File: config.mk
export PLATFORM = sky130hd
export DESIGN_NAME = delimited_field_splitter_trim
export DESIGN_NICKNAME = d
export VERILOG_FILES = /design/src/dfst_pkg.sv /design/src/delimited_field_splitter_trim.sv
export SDC_FILE = /design/constraint.sdc
export NUM_CORES = 1
export LEC_CHECK = 0
export BUFFER_PORTS_ARGS = -buffer_cell sky130_fd_sc_hd__clkbuf_2
export CAP_MARGIN = 10
export CORE_MARGIN = 2
export CORE_UTILIZATION = 57
export CTS_CLUSTER_DIAMETER = 30
export CTS_CLUSTER_SIZE = 20
export DETAILED_ROUTE_END_ITERATION = 16
export HOLD_SLACK_MARGIN = 0.1
export PLACE_DENSITY = 0.87
export SYNTH_ARGS = -nofsm -noshare
export SYNTH_HDL_FRONTEND = slang
export SYNTH_SLANG_ARGS = --single-unit
File: constraint.sdc
create_clock -name clk -period 3.2 [get_ports clk]
set_input_delay 0.32 -clock clk [delete_from_list [all_inputs] [get_ports clk]]
set_output_delay 0.32 -clock clk [all_outputs]
set_load 0.02 [all_outputs]
File: src/dfst_pkg.sv
// dfst_pkg: shared constants and byte helpers for the field splitter.
// Used by delimited_field_splitter_trim and its port checker.
// No dependencies.
`default_nettype none

package dfst_pkg;

	localparam int PADDR_W = 4;

	localparam logic [1:0] REG_DELIM = 2'd0;
	localparam logic [1:0] REG_GROUP = 2'd1;
	localparam logic [1:0] REG_TRIM  = 2'd2;

	localparam logic [1:0] KIND_DATA = 2'd0;
	localparam logic [1:0] KIND_END  = 2'd1;
	localparam logic [1:0] KIND_ERR  = 2'd2;

	localparam logic [7:0] CH_COMMA  = 8'h2C;
	localparam logic [7:0] CH_LPAREN = 8'h28;
	localparam logic [7:0] CH_RPAREN = 8'h29;
	localparam logic [7:0] CH_SPACE  = 8'h20;
	localparam logic [7:0] CH_TAB    = 8'h09;
	localparam logic [7:0] CH_LF     = 8'h0A;
	localparam logic [7:0] CH_CR     = 8'h0D;

	localparam logic [1:0] WS_SPACE = 2'd0;
	localparam logic [1:0] WS_TAB   = 2'd1;
	localparam logic [1:0] WS_LF    = 2'd2;
	localparam logic [1:0] WS_CR    = 2'd3;

	function automatic logic is_ws(input logic [7:0] c);
		return (c == CH_SPACE) || (c == CH_TAB) || (c == CH_LF) || (c == CH_CR);
	endfunction

	function automatic logic [1:0] ws_code(input logic [7:0] c);
		logic [1:0] r;
		r = WS_SPACE;
		if (c == CH_TAB)
			r = WS_TAB;
		else if (c == CH_LF)
			r = WS_LF;
		else if (c == CH_CR)
			r = WS_CR;
		return r;
	endfunction

	function automatic logic [7:0] ws_byte(input logic [1:0] code);
		logic [7:0] r;
		case (code)
			WS_SPACE: r = CH_SPACE;
			WS_TAB:   r = CH_TAB;
			WS_LF:    r = CH_LF;
			WS_CR:    r = CH_CR;
			default:  r = CH_SPACE;
		endcase
		return r;
	endfunction

endpackage

`default_nettype wire

File: src/delimited_field_splitter_trim.sv
// The first word of an item is registered from the held item state once the item is
// accepted; a held whitespace byte read back first also passes the memory read register.
// Output: one word a cycle while the output takes them. A new item is not taken until the
// last word of the previous item is loaded into the output register, and output stalls
// delay that; an item that yields no words does not hold off the next one.
// Reset clears control state and presets config registers; whitespace memory is not cleared.
`default_nettype none

module delimited_field_splitter_trim #(
	parameter int PENDING_WS_MAX = 32
) (
	input  logic                         clk,
	input  logic                         arst_n,
	input  logic                         psel,
	input  logic                         penable,
	input  logic                         pwrite,
	input  logic [dfst_pkg::PADDR_W-1:0] paddr,
	input  logic [31:0]                  pwdata,
	output logic [31:0]                  prdata,
	output logic                         pready,
	input  logic                         in_valid,
	output logic                         in_ready,
	input  logic [7:0]                   ch,
	input  logic                         end_of_string,
	output logic                         out_valid,
	input  logic                         out_ready,
	output logic [1:0]                   kind,
	output logic [7:0]                   data,
	output logic                         ws_overflow,
	output logic                         final_field,
	output logic                         last
);
	import dfst_pkg::*;

	localparam int CW = $clog2(PENDING_WS_MAX + 1);
	localparam int AW = (PENDING_WS_MAX > 1) ? $clog2(PENDING_WS_MAX) : 1;
	localparam logic [CW-1:0] MAXC = CW'(PENDING_WS_MAX);

	logic [7:0]    delim_q;
	logic          group_q;
	logic          trim_q;

	logic          in_group_q;
	logic          seen_q;
	logic [CW-1:0] count_q;
	logic          rovf_q;

	logic [1:0]    pend_ws_q [PENDING_WS_MAX];

	logic          busy_q;
	logic [CW-1:0] flush_n_q;
	logic [CW-1:0] rd_idx_q;
	logic          mid_pend_q;
	logic [1:0]    mid_kind_q;
	logic [7:0]    mid_data_q;
	logic          mid_ovf_q;
	logic          tail_pend_q;
	logic [1:0]    tail_kind_q;
	logic          tail_ovf_q;
	logic          wr_pend_q;
	logic [1:0]    wr_code_q;

	logic          rd_valid_s1;
	logic          rd_last_s1;
	logic [1:0]    rd_code_s1;

	logic          out_valid_q;
	logic [1:0]    kind_q;
	logic [7:0]    data_q;
	logic          ovf_q;
	logic          fin_q;
	logic          last_q;

	logic          has_c, is_delim, grp_nx, ws_path, hold, ovf_flush, data_path, mid_any;
	logic          seen_a, rovf_a, grp_a, n_any, acc, cfg_wr;
	logic [CW-1:0] flush_n, count_a;
	logic          out_free, s1_adv, rd_issue, rd_last, rd_done;
	logic          ld_flush, ld_mid, ld_tail, seq_end;
	logic          mem_we;
	logic [AW-1:0] mem_wa;
	logic [1:0]    mem_wd;

	assign pready    = 1'b1;
	assign cfg_wr    = psel && penable && pwrite;
	assign in_ready  = !busy_q;
	assign acc       = in_valid && in_ready;
	assign out_valid = out_valid_q;
	assign kind        = kind_q;
	assign data        = data_q;
	assign ws_overflow = ovf_q;
	assign final_field = fin_q;
	assign last        = last_q;

	always_comb begin
		case (paddr[PADDR_W-1:2])
			REG_DELIM: prdata = {24'd0, delim_q};
			REG_GROUP: prdata = {31'd0, group_q};
			REG_TRIM:  prdata = {31'd0, trim_q};
			default:   prdata = 32'd0;
		endcase
	end

	always_comb begin
		has_c    = ch != 8'd0;
		is_delim = has_c && !in_group_q && (ch == delim_q);
		grp_nx   = in_group_q;
		if (has_c && !is_delim) begin
			if (in_group_q) begin
				if (ch == CH_RPAREN)
					grp_nx = 1'b0;
			end else if (group_q && ch == CH_LPAREN) begin
				grp_nx = 1'b1;
			end
		end
		ws_path   = has_c && !is_delim && trim_q && is_ws(ch);
		hold      = ws_path && seen_q;
		ovf_flush = hold && (count_q >= MAXC);
		data_path = has_c && !is_delim && !ws_path;
		flush_n   = data_path ? count_q : (ovf_flush ? MAXC : '0);

		seen_a  = seen_q;
		count_a = count_q;
		rovf_a  = rovf_q;
		grp_a   = grp_nx;
		if (is_delim) begin
			seen_a  = 1'b0;
			count_a = '0;
			rovf_a  = 1'b0;
			grp_a   = 1'b0;
		end else if (hold) begin
			count_a = ovf_flush ? CW'(1) : count_q + 1'b1;
			if (ovf_flush)
				rovf_a = 1'b1;
		end else if (data_path) begin
			seen_a  = 1'b1;
			count_a = '0;
			rovf_a  = 1'b0;
		end
		mid_any = is_delim || data_path;
		n_any   = mid_any || end_of_string || (flush_n != '0);
	end

	always_comb begin
		out_free = !out_valid_q || out_ready;
		s1_adv   = !rd_valid_s1 || out_free;
		rd_done  = rd_idx_q == flush_n_q;
		rd_issue = busy_q && !rd_done && s1_adv;
		rd_last  = ((rd_idx_q + 1'b1) == flush_n_q) && !mid_pend_q && !tail_pend_q;
		ld_flush = out_free && rd_valid_s1;
		ld_mid   = out_free && !rd_valid_s1 && busy_q && rd_done && mid_pend_q;
		ld_tail  = out_free && !rd_valid_s1 && busy_q && rd_done && !mid_pend_q
			&& tail_pend_q;
		seq_end  = (ld_flush && rd_last_s1) || (ld_mid && !tail_pend_q) || ld_tail;

		mem_we = 1'b0;
		mem_wa = count_q[AW-1:0];
		mem_wd = ws_code(ch);
		if (acc && hold && !ovf_flush) begin
			mem_we = 1'b1;
		end else if (busy_q && wr_pend_q && rd_done) begin
			mem_we = 1'b1;
			mem_wa = '0;
			mem_wd = wr_code_q;
		end
	end

	always_ff @(posedge clk) begin
		if (mem_we)
			pend_ws_q[mem_wa] <= mem_wd;
		if (rd_issue) begin
			rd_code_s1 <= pend_ws_q[rd_idx_q[AW-1:0]];
			rd_last_s1 <= rd_last;
		end
	end

	always_ff @(posedge clk or negedge arst_n) begin
		if (!arst_n) begin
			delim_q     <= CH_COMMA;
			group_q     <= 1'b1;
			trim_q      <= 1'b1;
			in_group_q  <= 1'b0;
			seen_q      <= 1'b0;
			count_q     <= '0;
			rovf_q      <= 1'b0;
			busy_q      <= 1'b0;
			flush_n_q   <= '0;
			rd_idx_q    <= '0;
			mid_pend_q  <= 1'b0;
			tail_pend_q <= 1'b0;
			wr_pend_q   <= 1'b0;
			rd_valid_s1 <= 1'b0;
			out_valid_q <= 1'b0;
		end else begin
			if (cfg_wr) begin
				case (paddr[PADDR_W-1:2])
					REG_DELIM: delim_q <= pwdata[7:0];
					REG_GROUP: group_q <= pwdata[0];
					REG_TRIM:  trim_q  <= pwdata[0];
					default:   ;
				endcase
			end

			if (acc) begin
				if (end_of_string) begin
					in_group_q <= 1'b0;
					seen_q     <= 1'b0;
					count_q    <= '0;
					rovf_q     <= 1'b0;
				end else begin
					in_group_q <= grp_a;
					seen_q     <= seen_a;
					count_q    <= count_a;
					rovf_q     <= rovf_a;
				end
				busy_q      <= n_any;
				flush_n_q   <= flush_n;
				rd_idx_q    <= '0;
				mid_pend_q  <= mid_any;
				tail_pend_q <= end_of_string;
				wr_pend_q   <= ovf_flush;
			end else begin
				if (rd_issue)
					rd_idx_q <= rd_idx_q + 1'b1;
				if (ld_mid)
					mid_pend_q <= 1'b0;
				if (ld_tail)
					tail_pend_q <= 1'b0;
				if (mem_we)
					wr_pend_q <= 1'b0;
				if (seq_end)
					busy_q <= 1'b0;
			end

			if (rd_issue)
				rd_valid_s1 <= 1'b1;
			else if (ld_flush)
				rd_valid_s1 <= 1'b0;

			if (ld_flush || ld_mid || ld_tail)
				out_valid_q <= 1'b1;
			else if (out_ready)
				out_valid_q <= 1'b0;
		end
	end

	always_ff @(posedge clk) begin
		if (acc) begin
			mid_kind_q  <= is_delim ? KIND_END : KIND_DATA;
			mid_data_q  <= is_delim ? 8'd0 : ch;
			mid_ovf_q   <= is_delim && rovf_q;
			tail_kind_q <= grp_a ? KIND_ERR : KIND_END;
			tail_ovf_q  <= !grp_a && rovf_a;
			wr_code_q   <= ws_code(ch);
		end
		if (ld_flush) begin
			kind_q <= KIND_DATA;
			data_q <= ws_byte(rd_code_s1);
			ovf_q  <= 1'b0;
			fin_q  <= 1'b0;
			last_q <= rd_last_s1;
		end else if (ld_mid) begin
			kind_q <= mid_kind_q;
			data_q <= mid_data_q;
			ovf_q  <= mid_ovf_q;
			fin_q  <= 1'b0;
			last_q <= !tail_pend_q;
		end else if (ld_tail) begin
			kind_q <= tail_kind_q;
			data_q <= 8'd0;
			ovf_q  <= tail_ovf_q;
			fin_q  <= 1'b1;
			last_q <= 1'b1;
		end
	end

endmodule

`default_nettype wire

==> impl_results.md <==
- Routed Antenna Nets: 0
- Total routed wirelength: approximately 14,000 um
- Synth Instances: 500
- Share of layout cells above drive strength 1: 0.2487
- Antenna diodes: 0
- DRC: 0
- Commonest non-fill, non-tap cell in the layout: edfxtp_1
- Clock skew: 0.009916 ns
- Post-placement cell count: 669
- Leak: between 2 and 3 nW
- CP arrival: 2.76 ns
- Post-DP HPWL: about 9000 um
- R2R Setup Slk: between 0.5 and 0.6 ns
- Switching Share: 0.3157
- CTS tree: built
- Hold Startpoint: pwdata[1]
- Minimum clock period: roughly 2.7 ns
- Grt total ovfl: 0
- Area grow syn2layout: 12.62%
- Reg2Reg Depth: 5
- Status: complete, no violations
- Clock power frac: 0.349
- Average size of a mapped cell: about 13 sq um
- # hold bufs at CTS: 1
- Die height: between 100 and 150 um
- Total Power: 5.706 mW
- Logic pwr share: 0.250
- I/O pin cnt: 100
- #FFs+latches synth: roughly 130
- GP Congestion: 0.8709
- Post-CTS Resized: 0
- Int Power: about 3.9 mW
- Final #Nets: 601
- Clock buffers created by TritonCTS: 17
- Core area: ~11,000 sq um
- Final Max Slew Viols: 0
- Sequential-to-total area share from yosys stat: 0.5706
- First-pass GRT wire length: 22,510 um
- Final Util: 0.6529
- Total Die Area: 12,390 sq um
- 1st-pass router iterations: 6
- Post-synth EDFFs: 91
- Max_slew headroom: 0.1994
- Clock transition at path regs: 0.06 ns
- NetSw: around 1.8 mW
- Htree depth: 4
- CP Class: flip-flop to flip-flop
- Finished Cell Area: roughly 7400 sq um
- Vias in the first global route: about 4,300
- Row count: 39
- PnR worst setup slack: between 0.5 and 0.6 ns
- Power density over cell area: between 700 and 800 nW/um^2
- Most frequent cells in the layout: 91 x edfxtp_1, 48 x clkbuf_2, 40 x nor2_1
- DR WL/cell: ~20 um
- Hold slack: between 0.1 and 0.15 ns
- Vias: ~4,400
- Final Setup Violations: 0
- Max-cap viol count: 0
- Clock Tree Buf Depth: 2
- Top FF cell, synth: edfxtp_1
- Port Buffers: between 40 and 50
- Setup_tns: 0 ns
- RR Startpoint: rd_idx_q[4]
- Final cycle utilization of the critical path: 0.8402
- Worst Tran Pin Value: roughly 1.2 ns
- Worst vdd ir: 0.0005033 V
- Post-Layout Cell Count: about 700
- Mapped cell area: 6563 sq um
- Worst-path maximum fanout: 9
- Crit path required time: roughly 3.3 ns
- Die Span X: ~110 um
- DR vias/cell: ~6.3
- Terminus of the critical flop-to-flop path: pend_ws_q[24][0]
- Nature of the critical path startpoint: flip-flop
- Largest net degree at the start of global routing: 38
- RSZ-0062 raised after global routing: no
- Hold Path Depth: 2
- Starting Density: 0.5797
- Worst-Skew Late Latency: 0.43 ns
- DP Area: about 6800 sq um
- Maximum clock frequency: roughly 0.37 GHz
- Worst Hold Class: primary input to flip-flop
- Antenna violations before repair: 0
- Synth cell types: 74
- Initial DRC Count: between 500 and 600
- Reg power frac: 0.401
- WHS Endpoint: delim_q[1]
- GR Util All Layers: 0.2357
- Critical path capture point type: flip-flop
- CTS sink cnt: about 130
- Post-CTS Setup Repair Bufs: 0
- Fin. Hold Viols: 0
- Setup WS pre-CTS: 0.7067 ns
- FFs w/ async S/R, synth: 0.2803
- YS warnings: 0
- Root Driver: clkbuf_16
how the worst max path moves through the flow:
stage / slack [ns] / depth (start not counted) / endpoint / start
floorplan: 0.72 / 7 / pend_ws_q[24][0] / busy_q
global placement: 0.77 / 4 / rd_code_s1[0] / rd_idx_q[0]
detailed placement: 0.71 / 4 / rd_code_s1[0] / rd_idx_q[0]
CTS: 0.57 / 5 / pend_ws_q[24][0] / rd_idx_q[4]
global route: 0.48 / 5 / pend_ws_q[24][0] / rd_idx_q[4]
finish: 0.51 / 5 / pend_ws_q[24][0] / rd_idx_q[4]
worst max-delay path, cell delays in order, from the launching register on:
cell     delay, ns
dfrtp_1       0.50
xnor2_1       0.44
and2_1        0.28
and4_1        0.49
a41oi_4       0.15
nor4_1        0.47
cell families (layout without fill, tap and decap cells):
kind of cell	count (synthesis)	count (layout)	synth area share
AOI/OAI and AO/OA	59	59	0.07169
xor gates and xnor gates	21	21	0.02803
adders and majority gates	3	3	0.005720
buffers and inverters	69	105	0.06311
DFF	132	132	0.5706
muxes	37	37	0.09895
other	2	25	0.001144
and+or+nand+nor	177	177	0.1607
cells in the mapped netlist, types with 3 or more instances:
library cell  number  area [sq um]
a31oi_1            5         31.28
nand4b_1           3         26.28
nor3_1            12         60.06
a22o_1             7         61.31
buf_6              4         45.04
buf_2              6         30.03
nor4_1             4         25.02
dfrtp_1           32         800.8
dfstp_2            5         131.4
o21ai_0            9         45.04
mux4_1             4         105.1
nor2_1            40         150.1
buf_4             28         210.2
nor3b_1            5         37.54
clkbuf_1          11         41.29
and2_1            20         125.1
mux2_2            11         123.9
xor2_1            12         105.1
edfxtp_1          91          2733
nand3_1            9         45.04
nand4_1           12         75.07
nand3b_1           3         22.52
xnor2_1            9         78.83
mux4_2            16         360.4
ha_1               3         37.54
or3_1              5         31.28
and3_1             4         25.02
a21oi_1            8         40.04
o211ai_1           4         30.03
inv_1             14         52.55
nand2_1           33         123.9
nand4_4            4         85.08
o2bb2ai_1          4         35.03
a32o_1             3         30.03
mux2i_1            6         60.06
dfxtp_1            4         80.08
nor2b_1            3         18.77
metal layers:
metal,global-route usage,vias to the layer above,part of all wire
li1,-,1916,-
met1,0.2989,2167,0.37
met2,0.3858,281,0.50
met3,0.06834,42,0.097
met4,0.09547,0,0.026
met5,0,-,0
area by class of cell:
type,count,area [sq um]
Clock buffer,19,432.9
Clock inverter,13,173.9
Fill cell,740,3930
Inverter,16,60.06
Multi-Input combinational cell,322,2490
Sequential cell,132,3745
Tap cell,143,178.9
Timing Repair Buffer,57,310.3
registers in the layout (all words and copies together) (netlist names), 2 cells and up:
| name | flops |
|---|---|
| count_q | 6 |
| data | 8 |
| delim_q | 8 |
| flush_n_q | 6 |
| kind | 2 |
| mid_data_q | 8 |
| pend_ws_q | 64 |
| rd_code_s1 | 2 |
| rd_idx_q | 6 |
| tail_kind_q | 2 |
| wr_code_q | 2 |
power groups by stage:
stage	sequential (mW)	clock (mW)	combinational (mW)
3_5_place_dp	2.31	0	1.38
6_report	2.29	1.99	1.43
3_3_place_gp	2.29	0	1.32
5_1_grt	2.31	2.06	1.52
2_1_floorplan	2.32	0	1.04
4_1_cts	2.28	2.00	1.41
Note: power is estimated with default switching activity, not from simulation.
